--- src/rtl/core/ssdo_pkg.sv ---
package ssdo_pkg;

	localparam int unsigned NUM_CH    = 2;
	localparam int unsigned DELAY_W   = 16;
	localparam int unsigned APB_AW    = 3;
	localparam int unsigned APB_DW    = 32;

	localparam logic [1:0] OP_TICK    = 2'd0;
	localparam logic [1:0] OP_PERMIT  = 2'd1;
	localparam logic [1:0] OP_REQUEST = 2'd2;

	localparam logic REG_DELAY_CH0 = 1'b0;
	localparam logic REG_DELAY_CH1 = 1'b1;

	typedef enum logic [1:0] {
		MODE_SAFE  = 2'd0,
		MODE_HIGH  = 2'd1,
		MODE_DELAY = 2'd2
	} mode_t;

	typedef enum logic [1:0] {
		ST_IDLE = 2'b01,
		ST_EXEC = 2'b10
	} ctl_state_t;

	typedef struct packed {
		logic capture;
		logic execute;
	} ssdo_cmd_t;

endpackage

--- src/rtl/core/ssdo_cfg.sv ---
module ssdo_cfg (
	input  logic                          clk,
	input  logic                          arst_n,
	input  logic                          psel,
	input  logic                          penable,
	input  logic                          pwrite,
	input  logic [ssdo_pkg::APB_AW-1:0]   paddr,
	input  logic [ssdo_pkg::APB_DW-1:0]   pwdata,
	output logic [ssdo_pkg::APB_DW-1:0]   prdata,
	output logic                          pready,
	output logic [ssdo_pkg::DELAY_W-1:0]  delay_ch0,
	output logic [ssdo_pkg::DELAY_W-1:0]  delay_ch1
);
	import ssdo_pkg::*;

	logic                wr_en;
	logic                reg_sel;
	logic [DELAY_W-1:0]  delay_ch0_q;
	logic [DELAY_W-1:0]  delay_ch1_q;

	// Registers sit on word boundaries; only the word select bit decodes.
	assign reg_sel = paddr[2];
	assign wr_en   = psel & penable & pwrite;
	assign pready  = 1'b1;

	always_ff @(posedge clk or negedge arst_n) begin
		if (!arst_n) begin
			delay_ch0_q <= '0;
			delay_ch1_q <= '0;
		end else if (wr_en) begin
			unique case (reg_sel)
				REG_DELAY_CH0: delay_ch0_q <= pwdata[DELAY_W-1:0];
				REG_DELAY_CH1: delay_ch1_q <= pwdata[DELAY_W-1:0];
				default: ;
			endcase
		end
	end

	always_comb begin
		unique case (reg_sel)
			REG_DELAY_CH0: prdata = {{(APB_DW-DELAY_W){1'b0}}, delay_ch0_q};
			REG_DELAY_CH1: prdata = {{(APB_DW-DELAY_W){1'b0}}, delay_ch1_q};
			default:       prdata = '0;
		endcase
	end

	assign delay_ch0 = delay_ch0_q;
	assign delay_ch1 = delay_ch1_q;

endmodule

--- src/rtl/core/ssdo_ctrl.sv ---
module ssdo_ctrl (
	input  logic                clk,
	input  logic                arst_n,
	input  logic                start,
	output logic                busy,
	output ssdo_pkg::ssdo_cmd_t cmd
);
	import ssdo_pkg::*;

	ctl_state_t state_q;
	ctl_state_t state_d;

	always_comb begin
		state_d = state_q;
		unique case (state_q)
			ST_IDLE: begin
				if (start) begin
					state_d = ST_EXEC;
				end
			end
			ST_EXEC: state_d = ST_IDLE;
			default: state_d = ST_IDLE;
		endcase
	end

	always_ff @(posedge clk or negedge arst_n) begin
		if (!arst_n) begin
			state_q <= ST_IDLE;
		end else begin
			state_q <= state_d;
		end
	end

	assign busy        = (state_q != ST_IDLE);
	assign cmd.capture = start & (state_q == ST_IDLE);
	assign cmd.execute = (state_q == ST_EXEC);

endmodule

--- src/rtl/core/ssdo_dpath.sv ---
module ssdo_dpath (
	input  logic                          clk,
	input  logic                          arst_n,
	input  ssdo_pkg::ssdo_cmd_t           cmd,
	input  logic [1:0]                    op,
	input  logic                          channel,
	input  logic                          partner_channel,
	input  logic                          request_high,
	input  logic                          permit_value,
	input  logic                          fault_channel,
	input  logic                          fault_partner,
	input  logic [ssdo_pkg::DELAY_W-1:0]  delay_ch0,
	input  logic [ssdo_pkg::DELAY_W-1:0]  delay_ch1,
	output logic                          done,
	output logic                          drive_update,
	output logic                          drive_level,
	output logic [1:0]                    ramp_flags
);
	import ssdo_pkg::*;

	// Item fields held for the execute cycle.
	logic [1:0]          op_q;
	logic                ch_q;
	logic                pc_q;
	logic                req_high_q;
	logic                pval_q;
	logic                fault_q;

	// Per-channel state.
	mode_t               mode_q   [NUM_CH];
	logic [DELAY_W-1:0]  timer_q  [NUM_CH];
	logic [NUM_CH-1:0]   permit_q;

	mode_t               mode_d   [NUM_CH];
	logic [DELAY_W-1:0]  timer_d  [NUM_CH];
	logic [NUM_CH-1:0]   permit_d;

	logic                permits;
	logic [DELAY_W-1:0]  dly;
	logic                upd;
	logic                lvl;
	logic [1:0]          ramp;

	logic                done_q;
	logic                upd_q;
	logic                lvl_q;
	logic [1:0]          ramp_q;

	always_ff @(posedge clk) begin
		if (cmd.capture) begin
			op_q       <= op;
			ch_q       <= channel;
			pc_q       <= partner_channel;
			req_high_q <= request_high;
			pval_q     <= permit_value;
			fault_q    <= fault_channel | fault_partner;
		end
	end

	assign permits = permit_q[ch_q] & permit_q[pc_q];
	assign dly     = ch_q ? delay_ch1 : delay_ch0;

	always_comb begin
		for (int i = 0; i < NUM_CH; i++) begin
			mode_d[i]  = mode_q[i];
			timer_d[i] = timer_q[i];
		end
		permit_d = permit_q;
		upd      = 1'b0;
		lvl      = 1'b0;
		unique case (op_q)
			OP_TICK: begin
				for (int i = 0; i < NUM_CH; i++) begin
					if (timer_q[i] != '0) begin
						timer_d[i] = timer_q[i] - DELAY_W'(1);
					end
				end
			end
			OP_PERMIT: permit_d[ch_q] = pval_q;
			OP_REQUEST: begin
				unique case (mode_q[ch_q])
					MODE_HIGH: begin
						if (!req_high_q) begin
							if (!fault_q && permits && (dly != '0)) begin
								mode_d[ch_q]  = MODE_DELAY;
								mode_d[pc_q]  = MODE_DELAY;
								timer_d[ch_q] = dly;
								timer_d[pc_q] = dly;
							end else begin
								upd          = 1'b1;
								mode_d[ch_q] = MODE_SAFE;
								mode_d[pc_q] = MODE_SAFE;
							end
						end else if (!permits) begin
							upd          = 1'b1;
							mode_d[ch_q] = MODE_SAFE;
							mode_d[pc_q] = MODE_SAFE;
						end
					end
					MODE_DELAY: begin
						if (req_high_q) begin
							// A new high request cancels the stop delay either way.
							upd           = 1'b1;
							lvl           = permits;
							mode_d[ch_q]  = permits ? MODE_HIGH : MODE_SAFE;
							mode_d[pc_q]  = permits ? MODE_HIGH : MODE_SAFE;
							timer_d[ch_q] = '0;
							timer_d[pc_q] = '0;
						end else if (fault_q || !permits ||
						             ((timer_q[ch_q] == '0) && (timer_q[pc_q] == '0))) begin
							upd          = 1'b1;
							mode_d[ch_q] = MODE_SAFE;
							mode_d[pc_q] = MODE_SAFE;
						end
					end
					default: begin
						if (req_high_q && permits) begin
							upd          = 1'b1;
							lvl          = 1'b1;
							mode_d[ch_q] = MODE_HIGH;
							mode_d[pc_q] = MODE_HIGH;
						end
					end
				endcase
			end
			default: ;
		endcase
		for (int i = 0; i < NUM_CH; i++) begin
			ramp[i] = (mode_d[i] == MODE_DELAY);
		end
	end

	always_ff @(posedge clk or negedge arst_n) begin
		if (!arst_n) begin
			for (int i = 0; i < NUM_CH; i++) begin
				mode_q[i]  <= MODE_SAFE;
				timer_q[i] <= '0;
			end
			permit_q <= '0;
			done_q   <= 1'b0;
		end else begin
			done_q <= cmd.execute;
			if (cmd.execute) begin
				for (int i = 0; i < NUM_CH; i++) begin
					mode_q[i]  <= mode_d[i];
					timer_q[i] <= timer_d[i];
				end
				permit_q <= permit_d;
			end
		end
	end

	always_ff @(posedge clk) begin
		if (cmd.execute) begin
			upd_q  <= upd;
			lvl_q  <= upd & lvl;
			ramp_q <= ramp;
		end
	end

	assign done         = done_q;
	assign drive_update = upd_q;
	assign drive_level  = lvl_q;
	assign ramp_flags   = ramp_q;

endmodule

--- src/rtl/core/safe_stop_delay_output_controller_core.sv ---
// Safe-stop output controller for two channels with a timed stop delay.
// Items enter on a command port: an item is taken at a clock edge where
// start is high and busy is low. op selects a timer tick, a permit bit
// write or an output request for channel and partner_channel.
// Each item yields exactly one result, shown on drive_update, drive_level
// and ramp_flags for one cycle while done is high. There is no result
// back-pressure; the receiver must take every result in that cycle.
// Each item is captured first, then the mode, timer and permit registers
// are updated from it; no new item is accepted until that update is done.
// busy is high only during the update cycle.
// The stop delays delay_ch0 and delay_ch1 sit at byte addresses 0 and 4 of
// the APB port; write them only while no item is in flight.
// Reset puts both channels in the safe mode, clears timers, permits and
// both delay registers, and leaves the block ready for an item at once.
module safe_stop_delay_output_controller_core (
	input  logic                         clk,
	input  logic                         arst_n,
	input  logic                         start,
	output logic                         busy,
	input  logic [1:0]                   op,
	input  logic                         channel,
	input  logic                         partner_channel,
	input  logic                         request_high,
	input  logic                         permit_value,
	input  logic                         fault_channel,
	input  logic                         fault_partner,
	output logic                         done,
	output logic                         drive_update,
	output logic                         drive_level,
	output logic [1:0]                   ramp_flags,
	input  logic                         psel,
	input  logic                         penable,
	input  logic                         pwrite,
	input  logic [ssdo_pkg::APB_AW-1:0]  paddr,
	input  logic [ssdo_pkg::APB_DW-1:0]  pwdata,
	output logic [ssdo_pkg::APB_DW-1:0]  prdata,
	output logic                         pready
);
	import ssdo_pkg::*;

	ssdo_cmd_t           cmd;
	logic [DELAY_W-1:0]  delay_ch0;
	logic [DELAY_W-1:0]  delay_ch1;

	ssdo_cfg u_cfg (
		.clk       (clk),
		.arst_n    (arst_n),
		.psel      (psel),
		.penable   (penable),
		.pwrite    (pwrite),
		.paddr     (paddr),
		.pwdata    (pwdata),
		.prdata    (prdata),
		.pready    (pready),
		.delay_ch0 (delay_ch0),
		.delay_ch1 (delay_ch1)
	);

	ssdo_ctrl u_ctrl (
		.clk    (clk),
		.arst_n (arst_n),
		.start  (start),
		.busy   (busy),
		.cmd    (cmd)
	);

	ssdo_dpath u_dpath (
		.clk             (clk),
		.arst_n          (arst_n),
		.cmd             (cmd),
		.op              (op),
		.channel         (channel),
		.partner_channel (partner_channel),
		.request_high    (request_high),
		.permit_value    (permit_value),
		.fault_channel   (fault_channel),
		.fault_partner   (fault_partner),
		.delay_ch0       (delay_ch0),
		.delay_ch1       (delay_ch1),
		.done            (done),
		.drive_update    (drive_update),
		.drive_level     (drive_level),
		.ramp_flags      (ramp_flags)
	);

endmodule
--- config.mk ---
export PLATFORM = sky130hd
export DESIGN_NAME = safe_stop_delay_output_controller_core
export DESIGN_NICKNAME = d
export VERILOG_FILES = /design/src/rtl/core/ssdo_pkg.sv /design/src/rtl/core/ssdo_cfg.sv /design/src/rtl/core/ssdo_ctrl.sv /design/src/rtl/core/ssdo_dpath.sv /design/src/rtl/core/safe_stop_delay_output_controller_core.sv
export SDC_FILE = /design/constraint.sdc
export NUM_CORES = 1
export LEC_CHECK = 0
export ABC_CLOCK_PERIOD_IN_PS = 7950
export BUFFER_PORTS_ARGS = -buffer_cell sky130_fd_sc_hd__clkbuf_2
export CAP_MARGIN = 20
export CORE_MARGIN = 1.5
export CORE_UTILIZATION = 62
export DETAILED_ROUTE_END_ITERATION = 7
export HOLD_SLACK_MARGIN = 0.08
export PLACE_DENSITY_LB_ADDON = 0.15
export SKIP_LAST_GASP = 1
export SYNTH_ARGS = -nofsm -noshare
export SYNTH_HDL_FRONTEND = slang
export SYNTH_SLANG_ARGS = --single-unit
--- constraint.sdc ---
create_clock -name clk -period 7.95 [get_ports clk]
set_clock_uncertainty 0.15 [all_clocks]
set_input_delay 1.59 -clock clk [delete_from_list [all_inputs] [get_ports clk]]
set_output_delay 1.59 -clock clk [all_outputs]
set_load 0.01 [all_outputs]
# ---- Yosys cells after proc, flatten, opt, wreduce, memory -nomap -nowiden
# Cells that the tools add are included.
dict set report word_totals {
  word_cells 154
  ff_bits 84
}
dict set report op_classes {
  bitwise_logic 29
  addsub 2
  muxes 59
  magnitude_cmp 7
  reduce_logical 23
  n_eq_ne 16
}
# cell count
set op_table {}
lappend op_table {{$pmux W32 S2} 3}
lappend op_table {{$mux W16} 11}
lappend op_table {{$mux W32} 3}
lappend op_table {{$and A32 B32 Y32} 2}
lappend op_table {{$bwmux W32} 2}
lappend op_table {{$not A32 Y32} 2}
lappend op_table {{$reduce_bool A16 Y1} 3}
lappend op_table {{$demux W16 S1} 2}
lappend op_table {{$logic_not A16 Y1} 2}
lappend op_table {{$sub A16 B1 Y16 const B} 2}
lappend op_table {{$mux W4} 7}
lappend op_table {{$mux W1} 15}
lappend op_table {{$mux W2} 7}
lappend op_table {{$reduce_and A7 Y1} 2}
lappend op_table {{$eq A2 B2 Y1 const B} 5}
lappend op_table {{$and A2 B2 Y2} 4}
lappend op_table {{$and A4 B4 Y4} 2}
lappend op_table {{$bwmux W4} 2}
lappend op_table {{$not A2 Y2} 4}
lappend op_table {{$not A4 Y4} 2}
lappend op_table {{$or A2 B2 Y2} 4}
lappend op_table {{$pmux W4 S2} 1}
lappend op_table {{$logic_and A1 B1 Y1} 7}
lappend op_table {{$eq A2 B1 Y1 const B} 3}
lappend op_table {{other kinds (22)} 39}

# ---- Logic depth before layout (Yosys ltp)
# Gate-level depths: netlist of run 1.
dict set report depth {
  ltp_word 13
  ltp_mapped 15
  depth_no_buf 10
}

# ---- Cells and area by module
# From an unflattened synthesis of run 1, not the netlist that was laid out.
dict set report hier_totals {
  hier_cells 615
  hier_area_um2 5647.9
}
# module cells_each area_per_inst_um2 seq_area_each_um2 n_inst
set by_module_without_submodules {}
lappend by_module_without_submodules {ssdo_dpath 503 3961.3 1306.3 1}
lappend by_module_without_submodules {ssdo_cfg 105 1597.8 800.8 1}
lappend by_module_without_submodules {ssdo_ctrl 7 88.8 51.3 1}

# ---- Least setup slack after synthesis of run 1
# Ideal clock, no wire load.
dict set report synth_timing {
  path_kind {input port to output port}
  start {input port paddr[2] in the netlist's numbering}
  end {output port prdata[10] in the netlist's numbering}
  t_arrival_ns 2.630
  stages 3
  required_ns 6.210
  setup_slack_ns 3.580
  path_cell_list {clkbuf_1 -> buf_1 -> mux2_2}
}
dict set report synth_via {
  elab_chain_cells 2
}
# element line
set synth_lines {}
lappend synth_lines {{from (decl)} safe_stop_delay_output_controller_core.sv:34} ;# input logic [ssdo_pkg::APB_AW-1:0] paddr,
lappend synth_lines {{$not A1 Y1 (no line)} -}
lappend synth_lines {{$pmux W32 S2 *} ssdo_cfg.sv:40} ;# unique case (reg_sel)
lappend synth_lines {{to (decl)} safe_stop_delay_output_controller_core.sv:36} ;# output logic [ssdo_pkg::APB_DW-1:0] prdata,
# Every way passes the cells marked *; elsewhere a longest branch is shown, timed or not. The select of a mux whose other input is x is not followed.

# ---- Worst setup path after layout of run 1
dict set report layout_timing {
  start {input port paddr[2] in the netlist's numbering}
  end {output port prdata[6] in the netlist's numbering}
}
# Same word-level chain as after synthesis.

==> impl_metrics.ini, run 1 <==
[logic_synthesis]
ys_seq_area_frac = 0.4102
synth_cells = 585
synth_edf_count = 11
avgSynthCellArea_um2 = 8.994
synth-simple-area-share = 0.1872
synthMuxAreaShare = 0.1127
synth_compound_area_frac = 0.2105
yosys_warnings = 0
synthXorXnorAreaFrac = 0
synthArstFlopShare = 0.8690
yosys_register_bits = 84
syn-cell-area_um2 = 5261
synthAdderAreaFrac = 0.01332
synth_top_family_by_area = compound AO/OA/AOI/OAI gates
ys_types = 66
synthFlopType = dfrtp_1

[cells_and_area]
syn2layout_area_growth_pct = 7.776
multi_input_area_um2 = 2821
drive_gt1_frac = 0.2147
seq_area_um2 = 2158
diodes = 0
fin_nets = 672
fill_cells = 644

[worst_setup_path]
crit_path_end_kind = output pin
crit_type = primary input to output pin
critical_path.slowest_cell = mux2_2
critPathMaxFanout = 19
worstPathRequired_ns = 6.21
worstReg2RegStart = u_dpath.ch_q$_DFFE_PP_
start_kind = primary input
r2r_slack_ns = 3.95
crit_top_cell = clkbuf_2
slowest_delay_ns = 0.40
critPathArrivalTime_ns = 2.51
critical_path.cell_chain = clkbuf_2 -> mux2_2 -> clkbuf_2
cp-startpoint = paddr[2]

[global_route]
grt_pass1_wl_um = 20990
grt_pass1_vias = 4301
antenna_found_initial = 0
gr-max-usage-layer = met2
gr-usage-all-layers = 0.3018
met3_usage = 0.05901
met1_usage = 0.4140
grt_use_met2 = 0.4710
grt_overflow = 0
grt_max_degree = 74

[detailed_routing]
drt-total-wl_um = 13030
drtAntennaViolNets = 0
routed_via_density = 6.396
first_pass_iters = 5
drc_errors = 0
vias = 4663
drt-initial-drc-count = 412
wl_per_cell_um = 17.87

[clock_tree]
cts_buffers = 9
cts-htree-levels = 3
clockBufferDepth = 2
cts_tree = yes
cts.sinks = 84
root_buffer = clkbuf_8
post_cts_buffers = 0
cts_hold_buffers = 0
cts_resized = 0
clock_latency_ns = 0.37
clk_pin_slew_ns = 0.10

[sta]
hold_ws_ns = 0.3638
tightest_slew_ns = 1.042
max_freq_mhz = 235.3
maxSlewHeadroom = 0.3025
fin_crit_sh = 0.5345
fin_setup_tns_ns = 0
finalHoldViolCount = 0
rsz0062_at_grt = no
drv_slew = 0
min_period_ns = 4.249
setup_viol = 0

[power]
pwr-share-clk = 0.185
internal_power_mw = 0.9304
p_switching_mw = 0.6586
p_leak_nw = 2.391
switching_share = 0.4145
power_frac_comb = 0.381
ir_drop_mv = 0.1466
design_power_total_mw = 1.589
power_density_nw_per_um2 = 280.2
p_seq_frac = 0.434

[outcome]
status = complete, no violations

[floorplanning]
dieWidth_um = 95.12
io_pins = 88
core-area_um2 = 8217
initial_core_util = 0.6403
die-area_um2 = 9048
chipHeight_um = 95.12
rows = 33

[job]
drv_cap = 0

[place]
gp_congestion = 0.9079
portBuffers = 52
post-dp-hpwl_um = 9361

[min_path]
hp-start = u_dpath.timer_q[11]$_DFFE_PN0P_
hold_path_class = flop to flop
==> power groups by stage <==
stage	registers, mW	logic (mW)	clock network, mW
after detailed placement	0.690	0.596	0
after floorplan	0.647	0.480	0
after global placement	0.684	0.576	0
final	0.689	0.605	0.294
after global routing	0.708	0.673	0.313
after CTS	0.684	0.598	0.296
==> registers in the layout (all words and copies together) (netlist names), 2 cells and up <==
| name | count |
|---|---|
| u_dpath.ramp_flags | 2 |
| u_dpath.op_q | 2 |
| u_ctrl.state_q | 2 |
| u_dpath.timer_q | 32 |
| u_dpath.permit_q | 2 |
| u_dpath.mode_q | 4 |
| u_cfg.delay_ch0 | 16 |
| u_cfg.delay_ch1 | 16 |
==> Yosys cell counts (all sizes together) (2+ instances only) <==
| library cell | number | area (um2) |
|---|---|---|
| a211o | 2 | 17.52 |
| a211oi | 2 | 15.01 |
| a21oi | 54 | 270.3 |
| a22o | 11 | 96.34 |
| a22oi | 3 | 22.52 |
| a31oi | 9 | 56.30 |
| and2 | 3 | 18.77 |
| buf | 27 | 177.7 |
| clkbuf | 22 | 83.83 |
| conb | 2 | 7.510 |
| dfrtp | 72 | 1802 |
| edfxtp | 11 | 330.3 |
| ha | 4 | 50.05 |
| inv | 21 | 78.83 |
| maj3 | 2 | 20.02 |
| mux2 | 50 | 563.0 |
| mux2i | 3 | 30.03 |
| nand2 | 46 | 172.7 |
| nand2b | 8 | 50.05 |
| nand3 | 7 | 35.03 |
| nand4 | 6 | 37.54 |
| nand4b | 3 | 26.28 |
| nor2 | 47 | 176.4 |
| nor2b | 15 | 93.84 |
| nor3 | 21 | 110.1 |
| nor3b | 3 | 27.52 |
| nor4 | 11 | 83.83 |
| o211ai | 2 | 15.01 |
| o21a | 2 | 15.01 |
| o21ai | 60 | 300.3 |
| o21bai | 3 | 26.27 |
| o22a | 2 | 17.52 |
| o22ai | 7 | 43.79 |
| o31ai | 3 | 22.52 |
| o32a | 4 | 40.04 |
| o32ai | 4 | 35.03 |
| or2 | 4 | 25.03 |
| or3 | 5 | 31.28 |
| or4 | 6 | 45.04 |
==> path summary, 6_finish.rpt <==
kind                                              endpoint  cells after the start
max                                              prdata[6]                      3
min                        u_dpath.timer_q[11]$_DFFE_PN0P_                      1
max reg2reg                u_dpath.timer_q[15]$_DFFE_PN0P_                     10
min reg2reg                u_dpath.timer_q[11]$_DFFE_PN0P_                      1
max in group asynchronous  u_cfg.delay_ch0[10]$_DFFE_PN0P_                      2
min in group asynchronous    u_dpath.mode_q[3]$_DFFE_PN0P_                      2
==> worst max-delay path: cells and delay by family <==
family	cells	cell delay [ns]
buffers and inverters	2	0.52
muxes	1	0.40
==> metal layers <==
layer | wire length, um | up-vias
li1 | - | 2179
met1 | 5763 | 2216
met5 | 0 | -
met4 | 298 | 0
met2 | 5970 | 233
met3 | 994 | 35
==> placed cells by master, fill, tap and decap left out, types with 5 or more instances in the layout <==
cell / netlist / final
or4_1: 6 / 6
a31oi_1: 9 / 9
nor2b_1: 15 / 14
nand2b_1: 8 / 8
a21oi_1: 54 / 54
conb_1: 2 / 17
or3_1: 5 / 5
o22ai_1: 7 / 7
clkbuf_8: 0 / 9
nor2_1: 47 / 47
o21ai_0: 56 / 56
nor4_1: 10 / 10
edfxtp_1: 11 / 11
a22o_1: 11 / 11
nand2_1: 46 / 46
mux2_2: 50 / 50
nand3_1: 7 / 7
inv_1: 21 / 21
dfrtp_1: 72 / 72
clkbuf_2: 1 / 51
nor3_1: 20 / 20
nand4_1: 6 / 6
==> final cells by class <==
type,instances,share of cell area
Sequential cell,84,0.3806
Clock inverter,7,0.01037
Inverter,21,0.01390
Timing Repair Buffer,57,0.05252
Clock buffer,9,0.02184
Tap cell,105,0.02317
Multi-Input combinational cell,446,0.4976
==> stage by stage <==
| stage | util | setup slack [ns] | area [um2] | std cells |
|---|---|---|---|---|
| after detailed placement | 0.6670 | 3.720 | 5480 | 712 |
| after global routing | 0.6901 | 3.676 | 5670 | 729 |
| after CTS | 0.6892 | 3.720 | 5663 | 728 |
| after floorplan | - | 3.580 | 5318 | 600 |
| after global placement | 0.6670 | 3.730 | 5480 | 712 |
| final | 0.6901 | 3.701 | 5670 | 729 |
==> cell families (layout without fill, tap and decap cells) <==
family	count (synthesis)	count (layout)
adders and majority gates	6	6
buffers and inverters	70	94
DFF	84	84
AOI/OAI and AO/OA	179	179
and+or+nand+nor	191	191
other	2	17
muxes	53	53
No activity file was read; power rests on OpenSTA's default activity.
==> inputs of run 2 (changes only) <==
--- a/config.mk
+++ b/config.mk
@@ -5,11 +5,11 @@
 export SDC_FILE = /design/constraint.sdc
 export NUM_CORES = 1
 export LEC_CHECK = 0
-export ABC_CLOCK_PERIOD_IN_PS = 7950
+export ABC_CLOCK_PERIOD_IN_PS = 3600
 export BUFFER_PORTS_ARGS = -buffer_cell sky130_fd_sc_hd__clkbuf_2
 export CAP_MARGIN = 20
 export CORE_MARGIN = 1.5
-export CORE_UTILIZATION = 62
+export CORE_UTILIZATION = 52
 export DETAILED_ROUTE_END_ITERATION = 7
 export HOLD_SLACK_MARGIN = 0.08
 export PLACE_DENSITY_LB_ADDON = 0.15
==> constraint.sdc (replaced) <==
create_clock -name clk -period 3.6 [get_ports clk]
set_clock_uncertainty 0.15 [all_clocks]
set_input_delay 0.72 -clock clk [delete_from_list [all_inputs] [get_ports clk]]
set_output_delay 0.72 -clock clk [all_outputs]
set_load 0.01 [all_outputs]
==> run 2 against run 1 <==
Effect of this change:
- register-to-register slack worse by 3.7 ns
- global-route usage down 4.0 points
- final cell count rose by 5.6%
- combinational power increased by 130%
- non-clock buffer count is 13 higher
- hold slack worse by 0.049 ns
- via count up 1.1%
- critical path type is now flop to flop
- largest cell class unchanged
- largest power group unchanged
==> impl_metrics.ini, run 2 (synthesized netlist as in run 1, its figures left out) <==
[sta]
rsz0062_at_grt = no
tightest_slew_ns = 0.8775
min_period_ns = 3.345
setup_viol = 0
drv_slew = 0
fin_ws_ns = 0.2546
finalHoldViolCount = 0
fin_crit_sh = 0.9293
max_freq_mhz = 298.9
maxSlewHeadroom = 0.4150
fin_setup_tns_ns = 0

[floorplanning]
chipHeight_um = 103.6
die-area_um2 = 10730
io_pins = 88
core-area_um2 = 9774
rows = 36
dieWidth_um = 103.6
initial_core_util = 0.5383

[worst_setup_path]
rr_worst_depth = 8
crit_path_end_kind = flop
r2r_slack_ns = 0.25
critPathMaxFanout = 17
worstReg2RegStart = u_dpath.ch_q$_DFFE_PP_
rr_endpoint = u_dpath.timer_q[26]$_DFFE_PN0P_
critPathArrivalTime_ns = 3.50
crit_type = flop to flop
start_kind = flop
worstPathRequired_ns = 3.75

[power]
ir_drop_mv = 0.3153
p_seq_frac = 0.424
p_leak_nw = 2.466
p_switching_mw = 1.459
pwr-share-clk = 0.192
switching_share = 0.4044
power_density_nw_per_um2 = 618.5
power_frac_comb = 0.384
internal_power_mw = 2.148

[global_route]
grt_pass1_wl_um = 22540
gr-usage-all-layers = 0.2618
antenna_found_initial = 0
grt_max_degree = 45
grt_overflow = 0
grt_pass1_vias = 4453

[place]
post_dp_cell_area_um2 = 5633
gp_congestion = 0.9384
pre_cts_ws_ns = 0.3132
portBuffers = 52
post-dp-hpwl_um = 10080
placedCellCount = 754

[cells_and_area]
drive_gt1_frac = 0.2292
syn2layout_area_growth_pct = 10.87
top_register = u_dpath.timer_q
final_cell_mix = dfrtp_1 (72), o21ai_0 (56), a21oi_1 (54), clkbuf_2 (51), mux2_2 (50)
stdcell_area_um2 = 5833
fin_nets = 685
largest_reg_flops = 32
diodes = 0
post-route-util = 0.5968
instances_no_fill = 770
layout_commonest_cell = dfrtp_1

[detailed_routing]
drt-total-wl_um = 13730
wl_per_cell_um = 17.83
first_pass_iters = 5
drc_errors = 0
routed_via_density = 6.119
drtAntennaViolNets = 0
vias = 4712
drt-initial-drc-count = 338

[clock_tree]
clock_latency_ns = 0.36
cts.sinks = 84
cts_buffers = 9
clk_pin_slew_ns = 0.09
cts_tree = yes
cts_resized = 0
root_buffer = clkbuf_8
cts_hold_buffers = 0
clockBufferDepth = 2
cts-htree-levels = 3
post_cts_buffers = 0

[min_path]
hold_path_class = primary input to async pin

[job]
drv_cap = 0

[outcome]
status = complete, no violations
[run 2: cell count changes in the layout (fill, tap and decap cells not counted), sizes merged]
cell,change
buf,+14
inv,-2
bufinv,+1
clkinv,+1
clkbuf,-1
[run 2: worst max-delay path by stage]
| stage | start | to | slack (ns) | depth (start not counted) |
|---|---|---|---|---|
| 2_1_floorplan | u_dpath.ch_q$_DFFE_PP_ | u_dpath.timer_q[24]$_DFFE_PN0P_ | 0.05 | 13 |
| 3_3_place_gp | u_dpath.ch_q$_DFFE_PP_ | u_dpath.timer_q[26]$_DFFE_PN0P_ | 0.42 | 8 |
| 3_5_place_dp | u_dpath.ch_q$_DFFE_PP_ | u_dpath.timer_q[26]$_DFFE_PN0P_ | 0.31 | 8 |
| 4_1_cts | u_dpath.ch_q$_DFFE_PP_ | u_dpath.timer_q[26]$_DFFE_PN0P_ | 0.30 | 8 |
| 5_1_grt | u_dpath.ch_q$_DFFE_PP_ | u_dpath.timer_q[26]$_DFFE_PN0P_ | 0.06 | 8 |
| 6_report | u_dpath.ch_q$_DFFE_PP_ | u_dpath.timer_q[26]$_DFFE_PN0P_ | 0.25 | 8 |
[run 2: layout make-up]
class,count,area (um2)
Tap cell,133,166.4
Timing Repair Buffer,70,407.9
Sequential cell,84,2158
Clock inverter,7,76.32
Inverter,21,78.83
Fill cell,911,3941
Multi-Input combinational cell,446,2821
Clock buffer,9,123.9
[run 2: per-layer routing]
metal,GRT usage,vias to the layer above,share of wire
met5,0,-,0
met2,0.4114,223,0.46
met1,0.3751,2257,0.45
li1,-,2206,-
met3,0.03210,26,0.068
met4,0.09226,0,0.022
[run 2: worst max-delay path, cell delays in order (launching register included)]
cell and delay, ns:
edfxtp_1 0.55, mux2i_1 0.30, ha_1 0.26, inv_1 0.11, or4b_1 0.60, o21a_1 0.24, or3_1 0.60, or3_1 0.40
nand3_1 0.09
[run 2: power by group through the flow]
stage | clock network (mW) | logic (mW) | registers (mW)
2_1_floorplan | 0 | 1.06 | 1.43
3_3_place_gp | 0 | 1.33 | 1.52
3_5_place_dp | 0 | 1.37 | 1.53
4_1_cts | 0.705 | 1.37 | 1.52
5_1_grt | 0.745 | 1.54 | 1.57
6_report | 0.692 | 1.39 | 1.53
[run 2: through the flow]
stage	power, mW	hold WS, ns
4_1_cts	3.596	0.3408
3_3_place_gp	2.853	0.3395
6_report	3.608	0.3146
2_1_floorplan	2.490	0.2744
5_1_grt	3.852	0.3705
3_5_place_dp	2.900	0.3416
